--- src/sv/ice_pkg.sv ---
// Shared types and constants for the input event coalescer.
`timescale 1ns / 1ps

package ice_pkg;

  // Number of axes in a controller event: two triggers, four stick axes.
  localparam int PAD_AXES = 6;
  localparam int AXIS_COUNT_DEF = 6;

  typedef enum logic [1:0] {
    KIND_MOVE  = 2'd0,
    KIND_PAD   = 2'd1,
    KIND_OTHER = 2'd2,
    KIND_FLUSH = 2'd3
  } kind_t;

  typedef enum logic [1:0] {
    TREND_NONE = 2'd0,
    TREND_UP   = 2'd1,
    TREND_DOWN = 2'd2
  } trend_t;

  // One input item as it sits in the input register.
  typedef struct packed {
    kind_t             kind;
    logic [3:0]        pad;
    logic [15:0]       btn;
    logic [1:0][7:0]   trig;   // [0] left, [1] right
    logic [3:0][15:0]  stick;  // left x, left y, right x, right y
    logic [1:0][15:0]  move;   // x, y
  } item_t;

  // One result item.
  typedef struct packed {
    kind_t             kind;
    logic [3:0]        pad;
    logic [15:0]       btn;
    logic [1:0][7:0]   trig;
    logic [3:0][15:0]  stick;
    logic [1:0][15:0]  move;
    logic              last;
  } result_t;

  // Merge unit status toward the top level.
  typedef struct packed {
    logic       held_valid;
    logic [1:0] res_count;
  } merge_stat_t;

  // Result buffer status toward the top level.
  typedef struct packed {
    logic ready;
    logic head_v;
    logic tail_v;
  } obuf_stat_t;

endpackage

--- src/sv/ice_merge.sv ---
// Pending event store and merge decision for the input event coalescer.
`timescale 1ns / 1ps

module ice_merge #(
  parameter int AXIS_COUNT = ice_pkg::AXIS_COUNT_DEF
) (
  input  logic                clk,
  input  logic                rst_n,
  input  logic                fire,
  input  ice_pkg::item_t      item,
  output ice_pkg::result_t    res0,
  output ice_pkg::result_t    res1,
  output ice_pkg::merge_stat_t stat
);
  import ice_pkg::*;

  localparam int TRACKED = (AXIS_COUNT < PAD_AXES) ? AXIS_COUNT : PAD_AXES;

  logic                held_valid_r, held_valid_nxt;
  logic                held_is_pad_r, held_is_pad_nxt;
  logic [3:0]          held_pad_r, held_pad_nxt;
  logic [15:0]         held_btn_r, held_btn_nxt;
  logic [1:0][7:0]     held_trig_r, held_trig_nxt;
  logic [3:0][15:0]    held_stick_r, held_stick_nxt;
  logic [1:0][15:0]    held_move_r, held_move_nxt;
  trend_t              trend_r   [TRACKED];
  trend_t              trend_nxt [TRACKED];
  trend_t              trend_upd [TRACKED];

  logic signed [16:0]  cur_ax [PAD_AXES];
  logic signed [16:0]  new_ax [PAD_AXES];
  logic [PAD_AXES-1:0] ax_ok;

  logic signed [16:0]  sum_x, sum_y;
  logic                mv_ok, pad_ok;
  result_t             emit, marker;

  // Axis values widened to 17 bits: triggers unsigned, sticks signed.
  always_comb begin
    for (int i = 0; i < 2; i++) begin
      cur_ax[i] = $signed({9'd0, held_trig_r[i]});
      new_ax[i] = $signed({9'd0, item.trig[i]});
    end
    for (int i = 0; i < 4; i++) begin
      cur_ax[i+2] = $signed({held_stick_r[i][15], held_stick_r[i]});
      new_ax[i+2] = $signed({item.stick[i][15], item.stick[i]});
    end
  end

  for (genvar a = 0; a < PAD_AXES; a++) begin : g_axis
    if (a < TRACKED) begin : g_trk
      always_comb begin
        trend_upd[a] = trend_r[a];
        if (cur_ax[a] == new_ax[a]) begin
          ax_ok[a] = 1'b1;
        end else if (new_ax[a] == 17'sd0) begin
          ax_ok[a] = 1'b0;
        end else begin
          case (trend_r[a])
            TREND_NONE: begin
              ax_ok[a]     = 1'b1;
              trend_upd[a] = (new_ax[a] < cur_ax[a]) ? TREND_DOWN : TREND_UP;
            end
            TREND_DOWN: ax_ok[a] = new_ax[a] < cur_ax[a];
            default:    ax_ok[a] = new_ax[a] > cur_ax[a];
          endcase
        end
      end
    end else begin : g_fix
      // Untracked axis must hold still.
      assign ax_ok[a] = (cur_ax[a] == new_ax[a]);
    end
  end

  assign sum_x = $signed({held_move_r[0][15], held_move_r[0]})
               + $signed({item.move[0][15], item.move[0]});
  assign sum_y = $signed({held_move_r[1][15], held_move_r[1]})
               + $signed({item.move[1][15], item.move[1]});

  assign mv_ok  = held_valid_r && !held_is_pad_r
               && (sum_x[16] == sum_x[15]) && (sum_y[16] == sum_y[15]);
  assign pad_ok = held_valid_r && held_is_pad_r && (held_pad_r == item.pad)
               && (held_btn_r == item.btn) && (&ax_ok);

  // Results: pending event first, marker second.
  always_comb begin
    emit       = '0;
    emit.kind  = held_is_pad_r ? KIND_PAD : KIND_MOVE;
    emit.pad   = held_pad_r;
    emit.btn   = held_btn_r;
    emit.trig  = held_trig_r;
    emit.stick = held_stick_r;
    emit.move  = held_move_r;

    marker      = '0;
    marker.kind = KIND_OTHER;
    marker.last = 1'b1;

    res0      = held_valid_r ? emit : marker;
    res0.last = !((item.kind == KIND_OTHER) && held_valid_r);
    res1      = marker;

    case (item.kind)
      KIND_MOVE:  stat.res_count = (held_valid_r && !mv_ok)  ? 2'd1 : 2'd0;
      KIND_PAD:   stat.res_count = (held_valid_r && !pad_ok) ? 2'd1 : 2'd0;
      KIND_OTHER: stat.res_count = held_valid_r ? 2'd2 : 2'd1;
      default:    stat.res_count = held_valid_r ? 2'd1 : 2'd0;
    endcase
    stat.held_valid = held_valid_r;
  end

  always_comb begin
    held_valid_nxt  = held_valid_r;
    held_is_pad_nxt = held_is_pad_r;
    held_pad_nxt    = held_pad_r;
    held_btn_nxt    = held_btn_r;
    held_trig_nxt   = held_trig_r;
    held_stick_nxt  = held_stick_r;
    held_move_nxt   = held_move_r;
    for (int i = 0; i < TRACKED; i++) trend_nxt[i] = trend_r[i];

    if (fire) begin
      case (item.kind)
        KIND_MOVE: begin
          if (mv_ok) begin
            held_move_nxt[0] = sum_x[15:0];
            held_move_nxt[1] = sum_y[15:0];
          end else begin
            held_valid_nxt  = 1'b1;
            held_is_pad_nxt = 1'b0;
            held_pad_nxt    = '0;
            held_btn_nxt    = '0;
            held_trig_nxt   = '0;
            held_stick_nxt  = '0;
            held_move_nxt   = item.move;
            for (int i = 0; i < TRACKED; i++) trend_nxt[i] = TREND_NONE;
          end
        end
        KIND_PAD: begin
          if (pad_ok) begin
            held_trig_nxt  = item.trig;
            held_stick_nxt = item.stick;
            for (int i = 0; i < TRACKED; i++) trend_nxt[i] = trend_upd[i];
          end else begin
            held_valid_nxt  = 1'b1;
            held_is_pad_nxt = 1'b1;
            held_pad_nxt    = item.pad;
            held_btn_nxt    = item.btn;
            held_trig_nxt   = item.trig;
            held_stick_nxt  = item.stick;
            held_move_nxt   = '0;
            for (int i = 0; i < TRACKED; i++) trend_nxt[i] = TREND_NONE;
          end
        end
        default: begin
          held_valid_nxt  = 1'b0;
          held_is_pad_nxt = 1'b0;
          held_pad_nxt    = '0;
          held_btn_nxt    = '0;
          held_trig_nxt   = '0;
          held_stick_nxt  = '0;
          held_move_nxt   = '0;
          for (int i = 0; i < TRACKED; i++) trend_nxt[i] = TREND_NONE;
        end
      endcase
    end
  end

  always_ff @(posedge clk) begin
    if (!rst_n) begin
      held_valid_r  <= 1'b0;
      held_is_pad_r <= 1'b0;
      held_pad_r    <= '0;
      held_btn_r    <= '0;
      held_trig_r   <= '0;
      held_stick_r  <= '0;
      held_move_r   <= '0;
      for (int i = 0; i < TRACKED; i++) trend_r[i] <= TREND_NONE;
    end else begin
      held_valid_r  <= held_valid_nxt;
      held_is_pad_r <= held_is_pad_nxt;
      held_pad_r    <= held_pad_nxt;
      held_btn_r    <= held_btn_nxt;
      held_trig_r   <= held_trig_nxt;
      held_stick_r  <= held_stick_nxt;
      held_move_r   <= held_move_nxt;
      for (int i = 0; i < TRACKED; i++) trend_r[i] <= trend_nxt[i];
    end
  end

endmodule

--- src/sv/ice_obuf.sv ---
// Two-entry result buffer that drives the result channel.
`timescale 1ns / 1ps

module ice_obuf (
  input  logic                clk,
  input  logic                rst_n,
  input  logic [1:0]          push_count,
  input  ice_pkg::result_t    res0,
  input  ice_pkg::result_t    res1,
  input  logic                out_stall,
  output logic                out_valid,
  output ice_pkg::result_t    head,
  output ice_pkg::obuf_stat_t stat
);
  import ice_pkg::*;

  logic    head_v_r, head_v_nxt;
  logic    tail_v_r, tail_v_nxt;
  result_t head_r, head_nxt;
  result_t tail_r, tail_nxt;
  logic    pop;

  assign pop = head_v_r && !out_stall;

  // Take new results only when the buffer is empty or drains empty this cycle.
  assign stat.ready  = !head_v_r || (!tail_v_r && pop);
  assign stat.head_v = head_v_r;
  assign stat.tail_v = tail_v_r;

  always_comb begin
    head_v_nxt = head_v_r;
    tail_v_nxt = tail_v_r;
    head_nxt   = head_r;
    tail_nxt   = tail_r;
    if (pop) begin
      head_v_nxt = tail_v_r;
      head_nxt   = tail_r;
      tail_v_nxt = 1'b0;
    end
    if (push_count != 2'd0) begin
      head_v_nxt = 1'b1;
      head_nxt   = res0;
      tail_v_nxt = (push_count == 2'd2);
      tail_nxt   = res1;
    end
  end

  always_ff @(posedge clk) begin
    if (!rst_n) begin
      head_v_r <= 1'b0;
      tail_v_r <= 1'b0;
    end else begin
      head_v_r <= head_v_nxt;
      tail_v_r <= tail_v_nxt;
    end
    head_r <= head_nxt;
    tail_r <= tail_nxt;
  end

  assign out_valid = head_v_r;
  assign head      = head_r;

endmodule

--- src/sv/input_event_coalescer_core.sv ---
// Top level of the input event coalescer: input register, merge unit, result buffer.
`timescale 1ns / 1ps

//  channel  | handshake            | payload
//  ---------+----------------------+---------------------------------------------
//  input    | in_valid / in_stall  | in_event_kind, pad, buttons, triggers,
//           |                      | sticks, mouse deltas
//  result   | out_valid / out_stall| out_kind, pad, buttons, triggers, sticks,
//           |                      | mouse deltas, out_last_of_run
//
//  An item moves from the input register through the merge unit into the
//  result buffer, whose registered head drives the result ports. Items
//  that merge or give one result go at one per cycle while out_stall is
//  low; an item that gives two results (other event behind a pending one)
//  fills the two-entry result buffer, and the next item waits until the
//  single result port drains it. Reset is synchronous, active low, and
//  leaves nothing pending. While a result waits in the buffer the input
//  register takes one more item, then stalls input until the buffer drains.

module input_event_coalescer_core #(
  parameter int AXIS_COUNT = ice_pkg::AXIS_COUNT_DEF
) (
  input  logic               clk,
  input  logic               rst_n,

  input  logic               in_valid,
  output logic               in_stall,
  input  logic [1:0]         in_event_kind,
  input  logic [3:0]         in_pad_number,
  input  logic [15:0]        in_button_mask,
  input  logic [7:0]         in_trigger_left,
  input  logic [7:0]         in_trigger_right,
  input  logic signed [15:0] in_stick_left_x,
  input  logic signed [15:0] in_stick_left_y,
  input  logic signed [15:0] in_stick_right_x,
  input  logic signed [15:0] in_stick_right_y,
  input  logic signed [15:0] in_move_x,
  input  logic signed [15:0] in_move_y,

  output logic               out_valid,
  input  logic               out_stall,
  output logic [1:0]         out_kind,
  output logic [3:0]         out_pad_number,
  output logic [15:0]        out_button_mask,
  output logic [7:0]         out_trigger_left,
  output logic [7:0]         out_trigger_right,
  output logic signed [15:0] out_stick_left_x,
  output logic signed [15:0] out_stick_left_y,
  output logic signed [15:0] out_stick_right_x,
  output logic signed [15:0] out_stick_right_y,
  output logic signed [15:0] out_move_x,
  output logic signed [15:0] out_move_y,
  output logic               out_last_of_run
);
  import ice_pkg::*;

  logic        in_v_r, in_v_nxt;
  item_t       item_r, item_nxt;
  item_t       in_item;
  logic        fire;
  logic [1:0]  push_count;
  result_t     res0, res1, head;
  merge_stat_t mstat;
  obuf_stat_t  ostat;

  // Gather the input ports into one item.
  always_comb begin
    in_item.kind     = kind_t'(in_event_kind);
    in_item.pad      = in_pad_number;
    in_item.btn      = in_button_mask;
    in_item.trig[0]  = in_trigger_left;
    in_item.trig[1]  = in_trigger_right;
    in_item.stick[0] = in_stick_left_x;
    in_item.stick[1] = in_stick_left_y;
    in_item.stick[2] = in_stick_right_x;
    in_item.stick[3] = in_stick_right_y;
    in_item.move[0]  = in_move_x;
    in_item.move[1]  = in_move_y;
  end

  // Process the registered item once the result buffer can take both results.
  assign fire     = in_v_r && ostat.ready;
  assign in_stall = in_v_r && !fire;

  // Refill the input register whenever it empties or advances this cycle.
  always_comb begin
    in_v_nxt = in_v_r;
    item_nxt = item_r;
    if (!in_stall) begin
      in_v_nxt = in_valid;
      if (in_valid) begin
        item_nxt = in_item;
      end
    end
  end

  always_ff @(posedge clk) begin
    if (!rst_n) begin
      in_v_r <= 1'b0;
    end else begin
      in_v_r <= in_v_nxt;
    end
    item_r <= item_nxt;
  end

  ice_merge #(
    .AXIS_COUNT (AXIS_COUNT)
  ) u_merge (
    .clk   (clk),
    .rst_n (rst_n),
    .fire  (fire),
    .item  (item_r),
    .res0  (res0),
    .res1  (res1),
    .stat  (mstat)
  );

  // Drop the result count when the item is not taken this cycle.
  assign push_count = fire ? mstat.res_count : 2'd0;

  ice_obuf u_obuf (
    .clk        (clk),
    .rst_n      (rst_n),
    .push_count (push_count),
    .res0       (res0),
    .res1       (res1),
    .out_stall  (out_stall),
    .out_valid  (out_valid),
    .head       (head),
    .stat       (ostat)
  );

  // Drive the result ports from the buffer head.
  assign out_kind          = head.kind;
  assign out_pad_number    = head.pad;
  assign out_button_mask   = head.btn;
  assign out_trigger_left  = head.trig[0];
  assign out_trigger_right = head.trig[1];
  assign out_stick_left_x  = head.stick[0];
  assign out_stick_left_y  = head.stick[1];
  assign out_stick_right_x = head.stick[2];
  assign out_stick_right_y = head.stick[3];
  assign out_move_x        = head.move[0];
  assign out_move_y        = head.move[1];
  assign out_last_of_run   = head.last;

  // Other events and flushes leave nothing pending.
  a_flush_clears: assert property (@(posedge clk) disable iff (!rst_n)
    fire && (item_r.kind == KIND_OTHER || item_r.kind == KIND_FLUSH)
      |=> !mstat.held_valid)
    else $error("pending event survived a flush");

  // An other event always shows a result in the next cycle.
  a_other_emits: assert property (@(posedge clk) disable iff (!rst_n)
    fire && item_r.kind == KIND_OTHER |=> out_valid)
    else $error("other event gave no result");

  // The second buffer entry is only ever used behind the first.
  a_tail_behind_head: assert property (@(posedge clk) disable iff (!rst_n)
    ostat.tail_v |-> ostat.head_v)
    else $error("result buffer tail valid without head");

  // A result that does not end its run always has its follower buffered.
  a_run_follows: assert property (@(posedge clk) disable iff (!rst_n)
    out_valid && !out_last_of_run |-> ostat.tail_v)
    else $error("non-final result without follower");

endmodule
--- config.mk ---
export PLATFORM = sky130hd
export DESIGN_NAME = input_event_coalescer_core
export DESIGN_NICKNAME = d
export VERILOG_FILES = /design/src/sv/ice_pkg.sv /design/src/sv/ice_merge.sv /design/src/sv/ice_obuf.sv /design/src/sv/input_event_coalescer_core.sv
export SDC_FILE = /design/constraint.sdc
export NUM_CORES = 1
export LEC_CHECK = 0
export BUFFER_PORTS_ARGS = -buffer_cell sky130_fd_sc_hd__buf_2
export CORE_MARGIN = 4
export CORE_UTILIZATION = 58
export DETAILED_ROUTE_END_ITERATION = 10
export GPL_TIMING_DRIVEN = 0
export PLACE_DENSITY = 0.81
export SYNTH_ARGS = -nofsm -noshare
export SYNTH_HDL_FRONTEND = slang
export SYNTH_SLANG_ARGS = --single-unit
export TNS_END_PERCENT = 10
--- constraint.sdc ---
create_clock -name clk -period 14.65 [get_ports clk]
set_clock_uncertainty 0.2 [all_clocks]
set_input_delay 2.1975 -clock clk [delete_from_list [all_inputs] [get_ports clk]]
set_output_delay 2.1975 -clock clk [all_outputs]
set_load 0.03 [all_outputs]
## After elaboration in Yosys (flattened, before gate mapping)

Memories as Yosys holds them, arrays and structs flattened.
Cells that the tools add are included.

- Bits in registers: 406
- Output and inout bits: 137
- Logic and storage cells: 209
- Memory bits (writable): 12
- Memories kept: 1
- Input port bits: 138

Memories:

| name | words | bits a word | read ports | clocked after memory_dff | wr ports | RTL line | source |
|---|---|---|---|---|---|---|---|
| u_merge.trend_r | 6 | 2 | 6 | 0 | 6 | ice_merge.sv:26 | `trend_t trend_r [TRACKED];` |

- Equal/unequal tests: 21
- Add/sub/neg operators: 2
- Muxes and demuxes: 85
- Bitwise gates (word level): 7
- Magnitude comparators: 12
- Reductions and logical operators: 43

Operators by type and width:

| kind | number |
|---|---|
| $mux 135 | 3 |
| $pmux 64 s2 | 1 |
| $logic_not 17->1 | 6 |
| $eq 16x16->1 | 5 |
| $gt 16x16->1 | 4 |
| $lt 16x16->1 | 4 |
| $mux 2 | 32 |
| $mux 32 | 2 |
| $mux 64 | 1 |
| $pmux 16 s2 | 2 |
| $pmux 32 s2 | 1 |
| $mux 12 | 3 |
| $add 16x16->17 | 2 |
| $mux 16 | 2 |
| $mux 1 | 25 |
| $pmux 12 s2 | 1 |
| $eq 2x2->1 const B | 8 |
| $eq 8x8->1 | 2 |
| $gt 8x8->1 | 2 |
| $lt 8x8->1 | 2 |
| $pmux 1 s2 | 8 |
| $logic_and 1x1->1 | 14 |
| $logic_not 2->1 | 7 |
| $logic_not 1->1 | 8 |
| 14 further kinds | 25 |

## Longest topological paths before layout

Gate-level depths: netlist of run 1.
An unclocked memory read counts as a cell.

- Depth in word-level cells: 14
- Gate-level depth with buffers: 14
- Mapped depth without buffers: 13

## Cells and area by module

Synthesis of run 1 repeated with hierarchy kept, for this count alone.

- Cell total of the unflattened synthesis: 2,037
- Area total of the unflattened synthesis: 26,230.2 um^2

By module, submodules not included:

| module | cells each | area each (um^2) | instances | sequential area each (um^2) |
|---|---|---|---|---|
| ice_merge | 1,463 | 11,702.5 | 1 | 2,922.8 |
| ice_obuf | 433 | 10,437.5 | 1 | 8,147.8 |
| input_event_coalescer_core | 141 | 4,090.2 | 1 | 4,043.9 |

## Worst setup path before layout of run 1

Ideal clock, no wire load.

- Kind: input -> register
- From: input port out_stall
- To: register item_r[0] in the netlist's numbering, enable pin
- Stages on the path: 3
- Data required time: 13,808 ps
- Buffers on the path: 0
- Setup time: 642 ps
- Path slack: 5,147 ps
- Arrival: 8,661 ps
- Path through: o21ai_0 -> nor2_1 -> nor2b_1

- Longest elaborated chain between the ends: 9

RTL lines:

| what | RTL line | source |
|---|---|---|
| start: declaration | input_event_coalescer_core.sv:41 | `input logic out_stall,` |
| $logic_not 1->1 | ice_obuf.sv:23 | `assign pop = head_v_r && !out_stall;` |
| $logic_and 1x1->1 | ice_obuf.sv:23 |  |
| $logic_and 1x1->1 | ice_obuf.sv:26 | `assign stat.ready = !head_v_r \|\| (!tail_v_r && pop);` |
| $logic_or 1x1->1 | ice_obuf.sv:26 |  |
| $logic_and 1x1->1 | input_event_coalescer_core.sv:82 | `assign fire = in_v_r && ostat.ready;` |
| $logic_not 1->1 | input_event_coalescer_core.sv:83 | `assign in_stall = in_v_r && !fire;` |
| $logic_and 1x1->1 | input_event_coalescer_core.sv:83 |  |
| net in_stall | input_event_coalescer_core.sv:27 | `output logic in_stall,` |
| $not 1->1 (no line) | -- |  |
| $reduce_and 2->1 (no line) | -- |  |
| end signal: assignment | input_event_coalescer_core.sv:103 | `item_r <= item_nxt;` |
| end: declaration | input_event_coalescer_core.sv:58 | `item_t item_r, item_nxt;` |

The timed path passes the listed nets, and every way through them passes these cells.
A chain may end at the register's enable or synchronous reset.

## Worst setup path after layout of run 1

- From: input port out_stall
- To: output port in_stall

- Longest elaborated chain between the ends: 7

RTL lines:

| what | RTL line |
|---|---|
| $logic_not 1->1 | ice_obuf.sv:23 |
| $logic_and 1x1->1 | ice_obuf.sv:23 |
| $logic_and 1x1->1 | ice_obuf.sv:26 |
| $logic_or 1x1->1 | ice_obuf.sv:26 |
| $logic_and 1x1->1 | input_event_coalescer_core.sv:82 |
| $logic_not 1->1 | input_event_coalescer_core.sv:83 |
| $logic_and 1x1->1 | input_event_coalescer_core.sv:83 |
| end: declaration | input_event_coalescer_core.sv:27 |

Every way passes these cells.

==> impl_metrics.yaml, run 1 <==
run_status:
  status: "completed"
synth:
  synth_top_area_share: 0.433
  synth_edf_count: 269
  synth_area_leaders: "edfxtp_1 (43%), dfxtp_1 (16%), ha_1 (7.5%), a21oi_1 (3.4%), nand3_1 (2.5%)"
  syn_area_per_cell_um2: 11.6
  yosysSeqAreaShare: 0.593
  synthesis.area_um2: 18700
  synth.most_common_cell: "edfxtp_1"
  yosysWarnings: 0
  synth_common_cells: "edfxtp_1 (269), dfxtp_1 (149), a21oi_1 (126), nand2_1 (125), ha_1 (112)"
  synth_cell_types: 72
  mappedNetlistNets: 1863
  synth-main-ff-cell: "edfxtp_1"
  syn_inst: 1611
  ys_ff_latch: 418
  async_reset_ff_frac: 0
  synth_area_leader_cell: "edfxtp_1"
placed_design:
  placed_cell_area_um2: 20700
  dp.cells: 2294
  port_buffers: 274
  hpwl_um: 33800
  place_congestion: 0.909
cts:
  postCtsHoldBufs: 0
  cts_tree: "done"
  cts_resized: 0
  cts_max_level: 2
  clkTransAtPathRegs_ns: 0.06
  cts.sinks: 418
  clockBufferDepth: 3
  numCtsBuffers: 44
  insertion_delay_ns: 0.54
  cts_setup_buffers: 0
  cts_root_buf: "clkbuf_16"
critical_path:
  cp-startpoint: "out_stall"
  crit_type: "in -> out"
  worst_setup_path_end_kind: "output port"
  r2r-start: "item_r[1]"
  cp.arrival_ns: 3.16
  startpoint_type: "primary input"
  cp_max_fo: 5
  required_ns: 12.25
timing:
  period_needed_ns: 5.56
  whs_ns: 0.250
  fmax_mhz: 180
  max_slew.worst_pin.slew_ns: 1.05
  slew_headroom: 0.298
  rsz0062_at_grt: "false"
  tns_ns: 0
  hold_viol_final: 0
  fin_crit_sh: 0.379
  setup_viol: 0
  drv_slew: 0
grt:
  grt_max_degree: 59
  grt_first_pass_wirelength_um: 74000
  track_usage: 0.260
  grt_use_met1: 0.346
  antenna_found_initial: 3
  grt_pass1_vias: 13900
  gr-usage-met3: 0.0358
  top_usage_layer: "met2"
  grt_use_met2: 0.446
  overflow: 0
drt:
  viasPerCell: 5.86
  wl_per_cell_um: 19.7
  vias: 13900
  first_iter_violations: 937
  detail_route.first_pass.iterations: 7
  drc: 0
  routed_wl_um: 46800
  ant_nets: 0
die:
  die_h_um: 187
  die_w_um: 187
  start_util: 0.590
  pin_count: 275
  rows: 65
  dieArea_um2: 35100
  coreArea_um2: 31600
power:
  pwr-share-clk: 0.420
  p_sw_frac: 0.234
  vdd_drop_max_uv: 84.7
  power.leakage_nw: 8.61
  seqPwrFrac: 0.492
  combPwrFrac: 0.088
  internal-power_mw: 2.06
  switchingPower_uw: 632
  pwr_density_cell_nw_per_um2: 122
  p_total_mw: 2.70
layout:
  instances_no_fill: 2378
  final_nets: 2190
  stdcell_area_um2: 22200
  drive_gt1_frac: 0.196
  syn_to_final_growth_pct: 18.9
min_path:
  min_from: "u_merge.cur_ax[26]"
  hold_class: "reg -> reg"
job:
  maxCapViolations: 0
flip-flops by register name, summed over array words and instances (netlist names):
name / cells
in_v_r: 1
item_r: 134
u_merge.cur_ax: 80
u_merge.emit: 32
u_merge.held_btn_r: 16
u_merge.held_is_pad_r: 1
u_merge.held_pad_r: 4
u_merge.held_valid_r: 1
u_merge.trend_r: 12
u_obuf.head: 135
u_obuf.out_valid: 1
u_obuf.tail_v_r: 1
metrics by stage:
| stage | setup slack (ns) | utilization |
|---|---|---|
| after floorplan | 5.15 | - |
| after global placement | 2.43 | 0.649 |
| after detailed placement | 9.12 | 0.654 |
| after CTS | 9.12 | 0.701 |
| after global routing | 9.05 | 0.701 |
| final | 9.09 | 0.701 |
area by class of cell:
| type | instances | area (µm²) |
|---|---|---|
| Timing Repair Buffer | 281 | 1510 |
| Sequential cell | 418 | 11100 |
| Fill cell | 2223 | 9450 |
| Multi-Input combinational cell | 1011 | 6860 |
| Inverter | 104 | 390 |
| Clock inverter | 23 | 258 |
| Buffer | 78 | 358 |
| Tap cell | 402 | 503 |
| Antenna cell | 2 | 5.00 |
| Clock buffer | 59 | 1230 |
power groups by stage:
| stage | Clock [mW] | Combinational [mW] | Sequential [mW] |
|---|---|---|---|
| finish | 1.13 | 0.237 | 1.33 |
| global route | 1.21 | 0.259 | 1.33 |
| CTS | 1.15 | 0.237 | 1.33 |
| detailed placement | 0 | 0.235 | 1.35 |
| global placement | 0 | 0.222 | 1.36 |
| floorplan | 0 | 0.128 | 1.38 |
routing by layer:
metal	vias up	share of wire	wire, µm
met5	-	0	0
met4	0	0.027	1290
met3	88	0.065	3030
met2	552	0.49	22800
met1	6648	0.42	19700
li1	6641	-	-
cells by family (layout without fill, tap and decap cells):
logic type | after synthesis | in the layout | synth area share
multiplexers | 32 | 32 | 0.0176
buffers and inverters | 182 | 545 | 0.0401
other | 0 | 2 | 0
XOR/XNOR | 44 | 44 | 0.0207
adder cells (fa/ha/maj) | 114 | 114 | 0.0773
flip-flops | 418 | 418 | 0.593
AND/OR/NAND/NOR | 509 | 509 | 0.140
AO/OA/AOI/OAI | 312 | 312 | 0.111
cell usage in the layout (no fill, tap or decap), drive strengths merged, types with 15 or more instances in the layout:
cell type / synthesis / final
a21o: 15 / 15
o21ai: 34 / 34
xor2: 23 / 23
and3: 60 / 60
o2bb2ai: 37 / 37
ha: 112 / 112
inv: 103 / 106
nand4: 18 / 18
a21oi: 128 / 128
nand2: 125 / 125
clkbuf: 61 / 120
nand3: 94 / 94
nor4: 27 / 27
xnor2: 21 / 21
dfxtp: 149 / 149
nor2: 41 / 41
edfxtp: 269 / 269
mux2i: 28 / 28
a22o: 21 / 21
nor3: 82 / 82
buf: 17 / 298
nor2b: 17 / 17
critical path: stages:
cell	delay, ns
buf_2	0.10
o21ai_0	0.39
nor2_1	0.23
buf_2	0.23
final timing paths:
kind | end | slack, ns | cells past startpoint
min reg2reg | u_merge.cur_ax[26] | 0.25 | 2
max | in_stall | 9.09 | 4
min | u_merge.cur_ax[26] | 0.25 | 2
max reg2reg | u_obuf.head[43] | 9.35 | 12
Power figures use the tool's default switching activity.
==> run 2: changes to the inputs <==
- CORE_UTILIZATION: 58 -> 57
- PLACE_DENSITY: 0.81 -> 0.8
- clock period: 14.65 -> 5.2 ns (I/O delays scaled with it)
==> run 2 against run 1 <==
Effect of this change:
- count of clock-buffer cells in the layout decreased by 5
- combinational power grew to 2.9 times the previous value
- setup slack worse by 8.8 ns
- via count is 1.0% higher
- register-to-register slack lost 9.0 ns
- wire length grew 1.9%
- global-route usage increased by 0.25 points
- final cell count rose by 1.5%
- final area grew 0.25%
- first-iteration DRC count up 14%
- sequential power rose to 2.8 times the previous value
- critical path type is now reg -> reg
- largest power group unchanged
==> impl_metrics.yaml, run 2 (synthesized netlist as in run 1, its figures left out) <==
grt:
  grt_max_degree: 75
  antenna_found_initial: 3
  grt_pass1_vias: 14400
  track_usage: 0.262
  grt_first_pass_wirelength_um: 75200
  overflow: 0
critical_path:
  cp_max_fo: 10
  worst_setup_path_end_kind: "flip-flop"
  startpoint_type: "flip-flop"
  required_ns: 5.28
  cp.arrival_ns: 4.97
  crit_type: "reg -> reg"
drt:
  routed_wl_um: 47700
  drc: 0
  vias: 14100
  viasPerCell: 5.83
  first_iter_violations: 1067
  detail_route.first_pass.iterations: 5
  wl_per_cell_um: 19.7
  ant_nets: 0
layout:
  fill_cells: 2282
  largest_register_ffs: 135
  layout_commonest_cell: "buf_2"
  multiInputGateArea_um2: 6910
  syn_to_final_growth_pct: 19.2
  seq_area_um2: 11100
  final_cell_mix: "buf_2 (281), edfxtp_1 (269), dfxtp_1 (149)"
  final_nets: 2193
  drive_gt1_frac: 0.198
placed_design:
  port_buffers: 274
  hpwl_um: 33900
  place_congestion: 0.949
cts:
  cts_tree: "done"
  clkTransAtPathRegs_ns: 0.06
  cts_max_level: 2
  clockBufferDepth: 3
  cts.sinks: 418
  cts_root_buf: "clkbuf_16"
  numCtsBuffers: 43
  postCtsHoldBufs: 0
  insertion_delay_ns: 0.54
timing:
  hold_viol_final: 0
  tns_ns: 0
  rsz0062_at_grt: "false"
  slew_headroom: 0.163
  drv_slew: 0
  period_needed_ns: 4.89
  fin_crit_sh: 0.941
  fmax_mhz: 204
  setup_viol: 0
  whs_ns: 0.205
  max_slew.worst_pin.slew_ns: 1.25
die:
  start_util: 0.584
  die_h_um: 189
  die_w_um: 189
  dieArea_um2: 35700
  rows: 65
  coreArea_um2: 32000
  pin_count: 275
power:
  seqPwrFrac: 0.497
  internal-power_mw: 5.75
  p_total_mw: 7.54
  pwr_density_cell_nw_per_um2: 339
  pwr-share-clk: 0.413
  power.leakage_nw: 8.60
  vdd_drop_max_uv: 254
  switchingPower_mw: 1.78
  combPwrFrac: 0.090
  p_sw_frac: 0.237
min_path:
  hold_class: "in -> reg"
run_status:
  status: "completed"
job:
  maxCapViolations: 0
==> run 2: cell types whose count changed in the layout (fill, tap and decap cells not counted), sizes merged <==
cell	previous run	this run
clkinv	14	15
buf	298	302
clkinvlp	2	4
clkbuf	120	115
==> run 2: what timing repair did <==
item	CTS	global route
gates cloned	0	0
gates resized for setup	3	3
setup buffers	0	6
setup endpoints to repair	84	114
pin swaps	0	2
==> run 2: through the flow <==
stage	worst slack [ns]	util	std cells	area (µm²)
floorplan	0.129	-	1611	18700
global placement	-1.84	0.644	2320	20600
detailed placement	-0.197	0.648	2325	20700
CTS	0.0505	0.694	2405	22200
global route	0.0889	0.696	2413	22200
finish	0.306	0.696	2413	22200
==> run 2: final cells by class <==
type | count | area share
tap | 435 | 0.0245
inverter | 104 | 0.0176
clock inverter | 26 | 0.0124
sequential | 418 | 0.497
clock buffer | 54 | 0.0525
multi-input combinational | 1011 | 0.311
antenna | 2 | 0.000225
timing repair buffer | 285 | 0.0685
buffer | 78 | 0.0161
==> run 2: worst max-delay path: stages, from the launching register on <==
cell and delay, ns:
edfxtp_1 0.38, ha_1 0.22, inv_1 0.07, fa_1 0.42, nor2b_1 0.17, o31ai_1 0.15, a221o_1 0.35, a31o_2 0.22
o21ai_1 0.22, xor2_2 0.22, nor2_1 0.70, nand2_1 0.28, clkbuf_1 0.41, clkbuf_2 0.36, and3_1 0.26
==> run 2: power by group through the flow <==
stage	clock, mW	combinational, mW	sequential (mW)
2_1_floorplan	0	0.361	3.86
3_3_place_gp	0	0.629	3.82
3_5_place_dp	0	0.663	3.81
4_1_cts	3.17	0.670	3.74
5_1_grt	3.32	0.742	3.75
6_report	3.12	0.678	3.74
==> run 2: metal layers <==
metal  routed length [µm]  GRT usage  part of all wire
met5                   13          0           0.00027
met2                23000      0.436              0.48
met1                19300      0.346              0.40
met3                 3380     0.0404             0.071
met4                 1980      0.111             0.042
==> run 2: worst paths after layout <==
path	start	slack (ns)	cells past startpoint	to
worst max-delay path	item_r[16]	0.31	14	u_obuf.head[13]
worst max register to register	item_r[16]	0.31	14	u_obuf.head[13]
worst min-delay path	in_stick_left_y[3]	0.21	1	item_r[51]
worst min register to register	u_merge.cur_ax[55]	0.25	2	u_merge.cur_ax[55]
